[config.mk]
export PLATFORM = sky130hd
export DESIGN_NAME = rgbs_kernel
export DESIGN_NICKNAME = d
export VERILOG_FILES = /design/src/sv/assert_macros.svh /design/src/sv/rgbs_pkg.sv /design/src/sv/rgbs_kernel.sv
export SDC_FILE = /design/constraint.sdc
export NUM_CORES = 1
export LEC_CHECK = 0
export BUFFER_PORTS_ARGS = -buffer_cell sky130_fd_sc_hd__buf_2
export CAP_MARGIN = 25
export CORE_MARGIN = 10
export CORE_UTILIZATION = 49
export DETAILED_ROUTE_END_ITERATION = 10
export PLACE_DENSITY = 0.8
export SLEW_MARGIN = 20
export SYNTH_ARGS = -nofsm -noshare
export SYNTH_HDL_FRONTEND = slang
export SYNTH_SLANG_ARGS = --single-unit
[constraint.sdc]
create_clock -name vclk -period 5.7
set_input_delay 0.285 -clock vclk [all_inputs]
set_output_delay 0.285 -clock vclk [all_outputs]
set_load 0.1 [all_outputs]
[src/sv/assert_macros.svh]
// Assertion macros shared by the sharpen filter RTL.
`ifndef ASSERT_MACROS_SVH
`define ASSERT_MACROS_SVH

// Check prop at every rising clock edge, skipped while reset is high.
`define ASSERT_CLK(label, prop, msg) \
   label: assert property (@(posedge clock) disable iff (reset) (prop)) else $error(msg);

// Check that cond never holds at a rising clock edge outside reset.
`define ASSERT_NEVER(label, cond, msg) \
   label: assert property (@(posedge clock) disable iff (reset) !(cond)) else $error(msg);

`endif

[src/sv/rgbs_pkg.sv]
// Shared types and constants of the 3x3 RGB sharpen filter.
package rgbs_pkg;

   localparam int MAX_DIM  = 1024;
   localparam int ADDR_W   = $clog2(MAX_DIM);
   localparam int SIZE_W   = ADDR_W + 1;
   localparam int CHAN_W   = 8;
   localparam int PIX_W    = 3 * CHAN_W;
   localparam int WIN_TAPS = 9;
   localparam int CENTER_TAP = 4;
   localparam int MIN_DIM  = 3;

   typedef struct packed {
      logic [CHAN_W-1:0] blue;
      logic [CHAN_W-1:0] green;
      logic [CHAN_W-1:0] red;
   } pixel_type;

   // Line store access for one cycle: read port and write port.
   typedef struct packed {
      logic              rd_en;
      logic [ADDR_W-1:0] rd_addr;
      logic              wr_en;
      logic [ADDR_W-1:0] wr_addr;
   } ls_cmd_type;

   // Line store word: older row in the upper half, newer row in the lower half.
   typedef struct packed {
      pixel_type older;
      pixel_type newer;
   } ls_word_type;

endpackage

[src/sv/rgbs_kernel.sv]
// Sharpen kernel: 9 x center minus eight neighbors, clamped to 0..255 per channel.
module rgbs_kernel (
   input  rgbs_pkg::pixel_type win_pix [rgbs_pkg::WIN_TAPS],
   output rgbs_pkg::pixel_type sharp_pix
);
   import rgbs_pkg::*;

   localparam int ACC_W = CHAN_W + 4;

   function automatic logic [CHAN_W-1:0] sharpen_chan(
      input logic [CHAN_W-1:0] center,
      input logic [ACC_W-1:0]  ring_sum
   );
      logic [ACC_W-1:0] pos;
      logic [ACC_W-1:0] diff;
      logic [CHAN_W-1:0] res;
      pos  = ACC_W'(center) * ACC_W'(9);
      diff = pos - ring_sum;
      if (pos <= ring_sum) begin
         res = '0;
      end else if (diff > ACC_W'({CHAN_W{1'b1}})) begin
         res = {CHAN_W{1'b1}};
      end else begin
         res = diff[CHAN_W-1:0];
      end
      return res;
   endfunction

   logic [ACC_W-1:0] sum_r, sum_g, sum_b;

   // Sum the ring of eight neighbors, center excluded.
   always_comb begin
      sum_r = '0;
      sum_g = '0;
      sum_b = '0;
      for (int k = 0; k < WIN_TAPS; k++) begin
         if (k != CENTER_TAP) begin
            sum_r = sum_r + ACC_W'(win_pix[k].red);
            sum_g = sum_g + ACC_W'(win_pix[k].green);
            sum_b = sum_b + ACC_W'(win_pix[k].blue);
         end
      end
   end

   assign sharp_pix.red   = sharpen_chan(win_pix[CENTER_TAP].red, sum_r);
   assign sharp_pix.green = sharpen_chan(win_pix[CENTER_TAP].green, sum_g);
   assign sharp_pix.blue  = sharpen_chan(win_pix[CENTER_TAP].blue, sum_b);

endmodule
== After elaboration in Yosys (flattened, before gate mapping) ==
Cells that the tools add are included.
Storage, ports and cells
  bits in registers: 0
  bits in latches: 0
  memory bits (writable): 0
  bits in read-only memories: 0
  input port bits: 216
  output and inout bits: 24
  word-level logic and storage cells: 39
  memories kept: 0
Cells by class
  add/subtract/negate cells: 24
  $mul: 3
  divide/modulo/power cells: 0
  order comparisons: 6
  eq/ne operators: 0
  shift-type cells: 0
  multiplexer cells: 6
  bitwise logic cells: 0
  reductions and logical operators: 0
Operator list (count)
  12-bit by 8-bit adder with 12-bit output: 9
  8-bit 2-to-1 mux: 6
  11-bit by 8-bit adder with 12-bit output: 3
  12-bit by 8-bit greater-than comparator with 1-bit output (second input constant): 3
  12-bit <= comparator: 3
  8-bit by 4-bit multiplier with 12-bit output (second input constant): 3
  12-bit subtractor: 3
  10-bit by 8-bit adder with 11-bit output: 3
  9-bit by 8-bit adder with 10-bit output: 3
  8-bit by 8-bit adder with 9-bit output: 3

== Longest topological paths before layout ==
  word-level depth: 11
  gate-level depth with buffers: 25
  gate-level depth less buffers: 25

== Worst setup path after synthesis ==
Ideal clock, no wire load.
  kind: in2out
  from: input port win_pix[19] (netlist bit)
  to: output port sharp_pix[16] (netlist bit)
  arrival: 6.605 ns
  data required time: 5.415 ns
  slack: -1.190 ns
  stages: 23
  buffers on the path: 0
  cells stage by stage: inv_1 -> fa_1 -> inv_1 -> fa_1 -> fa_1 -> inv_1 -> fa_1 -> inv_1 -> fa_1 -> a21o_1 -> a21oi_1 -> nor2b_1 -> o21a_1 -> o21ai_0 -> nand2_1 -> ha_1 -> a21o_1 -> o21ai_0 -> a21o_1 -> a21o_1 -> a32oi_1 -> a31oi_2 -> a21oi_1
RTL lines
  start: declaration: line rgbs_kernel.sv:3  | input rgbs_pkg::pixel_type win_pix [rgbs_pkg::WIN_TAPS],
  end: declaration: line rgbs_kernel.sv:4  | output rgbs_pkg::pixel_type sharp_pix

==> impl_metrics.yaml <==
status:
  status: "finished, violations left"
  violations: "setup timing"
global_route:
  grt_max_degree: 9
  overflow: 0
  grt_pass1_vias: 7513
  grt_usage_pct: 19.4
  antenna_found_initial: 2
  grt_pass1_wl_um: 33300
hold_path:
  worstHoldStart: "win_pix[96]"
  hold-path-endpoint: "sharp_pix[0]"
  hp-class: "in2out"
  whs_path_depth: 5
timing:
  hold_slack_ps: 1170
  min_period_ps: 6200
  max-slew-margin-rel_pct: 64.6
  fmax_mhz: 161
  setup_viol: 24
  final_max_slew_viol_count: 0
  rsz0062_at_grt: "true"
  setup_slack_ps: -495
  hold_viol_final: 0
  post-route-period-util_pct: 109
  tightestPinTransition_ps: 526
floorplanning:
  die_w_um: 143
  core_region_area_um2: 14600
  ios: 240
  row_count: 44
  dieArea_um2: 20300
  start_util_pct: 50.3
  die_h_um: 143
setup_path:
  path_max_fanout: 4
  worstSetupPathType: "in2out"
  crit_arrival_ps: 5910
  cpMaxStageDelayCell: "fa_1"
  max_stage_delay_ps: 540
  worstPathRequired_ps: 5410
  worstSetupStartpointType: "input port"
  crit_path_frequent_cell: "fa_1"
  critPathCaptureType: "output pin"
synth:
  syn-cell-area_um2: 7360
  synth_cell_types: 47
  netlist_instances: 868
  synth.avg_cell_area_um2: 8.48
  syn_nets: 1330
  yosysWarnings: 0
  synth_seq_area_share_pct: 0
detailed_routing:
  wirelength_um: 20800
  routed_via_density: 4.91
  drtIter0Drc: 190
  drc_errors: 0
  first_pass_iters: 4
  drt-wirelength-per-cell_um: 15.0
  ant_nets: 0
  vias: 6805
final_layout:
  nClkBuffers: 0
  fillers: 1048
  stdcell_count: 1385
  nFlopsAndLatches: 0
  area_growth_pct: 44.0
  regArea_um2: 0
  drive_gt1_share_pct: 36.9
  nets: 1661
  design_area_um2: 10600
flow_run:
  max_cap_violations: 0
placement:
  placedCellCount: 1365
  hpwl_um: 18200
  port_buffers: 240
  post-place-ws_ps: -620
  place_congestion: 0.902
  dpl_cell_area_um2: 9980
-- routing by layer --
layer / track usage (%) / part of all wire [%] / vias up
met1: 21.1 / 36 / 3251
li1: - / - / 3313
met5: 0 / 0 / -
met4: 4.61 / 2.7 / 0
met2: 38.2 / 56 / 199
met3: 2.94 / 4.9 / 42
-- cells in the mapped netlist (3+ instances only) --
library cell / count / area share (%)
fa_1: 147 / 40
o21ai_0: 22 / 1.5
inv_1: 304 / 16
xnor2_1: 33 / 3.9
nor2b_1: 10 / 0.85
a211oi_1: 3 / 0.31
nor2_1: 22 / 1.1
a21o_1: 22 / 2.2
nand3_1: 9 / 0.61
nand2_1: 25 / 1.3
o31ai_1: 4 / 0.41
nand2b_1: 7 / 0.59
nor3_1: 5 / 0.34
xor2_1: 21 / 2.5
or3_1: 5 / 0.42
ha_1: 99 / 17
o211ai_1: 5 / 0.51
o2111ai_1: 3 / 0.36
a21oi_1: 65 / 4.4
nand4_1: 5 / 0.42
o21bai_1: 9 / 0.92
o21a_1: 14 / 1.4
-- layout by cell type, fill, tap and decap left out, drive strengths merged, types with 22 or more instances in the layout --
cell type and count:
a21oi 66, nor2 22, a21o 22, o21ai 23, ha 99, fa 147, xnor2 33, inv 304
nand2 25, buf 330
-- worst max-delay path by stage --
stage | endpoint | depth (start not counted) | start | slack (ps)
floorplan | sharp_pix[16] | 22 | win_pix[66] | -180
global route | sharp_pix[10] | 25 | win_pix[155] | -670
finish | sharp_pix[12] | 27 | win_pix[155] | -500
detailed placement | sharp_pix[23] | 23 | win_pix[66] | -620
global placement | sharp_pix[16] | 23 | win_pix[66] | -510
CTS | sharp_pix[9] | 26 | win_pix[82] | -340
-- stage by stage --
stage	setup TNS [ps]	utilization (%)
2_1_floorplan	-2890	-
3_3_place_gp	-9330	68.2
3_5_place_dp	-12690	68.2
4_1_cts	-5760	71.0
5_1_grt	-10570	72.3
6_report	-6300	72.4
-- worst max-delay path: cells and delay by family --
kind                       cells  cell delay [ps]
and+or+nand+nor                4              400
buffers and inverters          7              640
AOI/OAI and AO/OA             10             1870
adders and majority gates      6             2710
-- kinds of logic after synthesis --
logic type,synth area share [%]
buffers and inverters,15.6
adder cells (fa/ha/maj),56.8
AO/OA/AOI/OAI,14.2
AND/OR/NAND/NOR,6.83
XOR/XNOR,6.43
multiplexers,0.136
-- area by class of cell --
class                      instances  area (um^2)  share of cell area (%)
timing repair buffer             330         2350                    22.2
antenna                            4         10.0                  0.0945
inverter                         304         1170                    11.0
multi-input combinational        563         6840                    64.5
tap                              184          230                    2.17
-- timing repair --
item,4_1_cts,5_1_grt
hold buffers,0,0
gates resized for setup,76,37
pin swaps,69,31
setup buffers,10,6
setup endpoints to repair,24,24
Power is not shown: default switching activity piles up to over one toggle a cycle in this logic, so the estimate is an artifact.
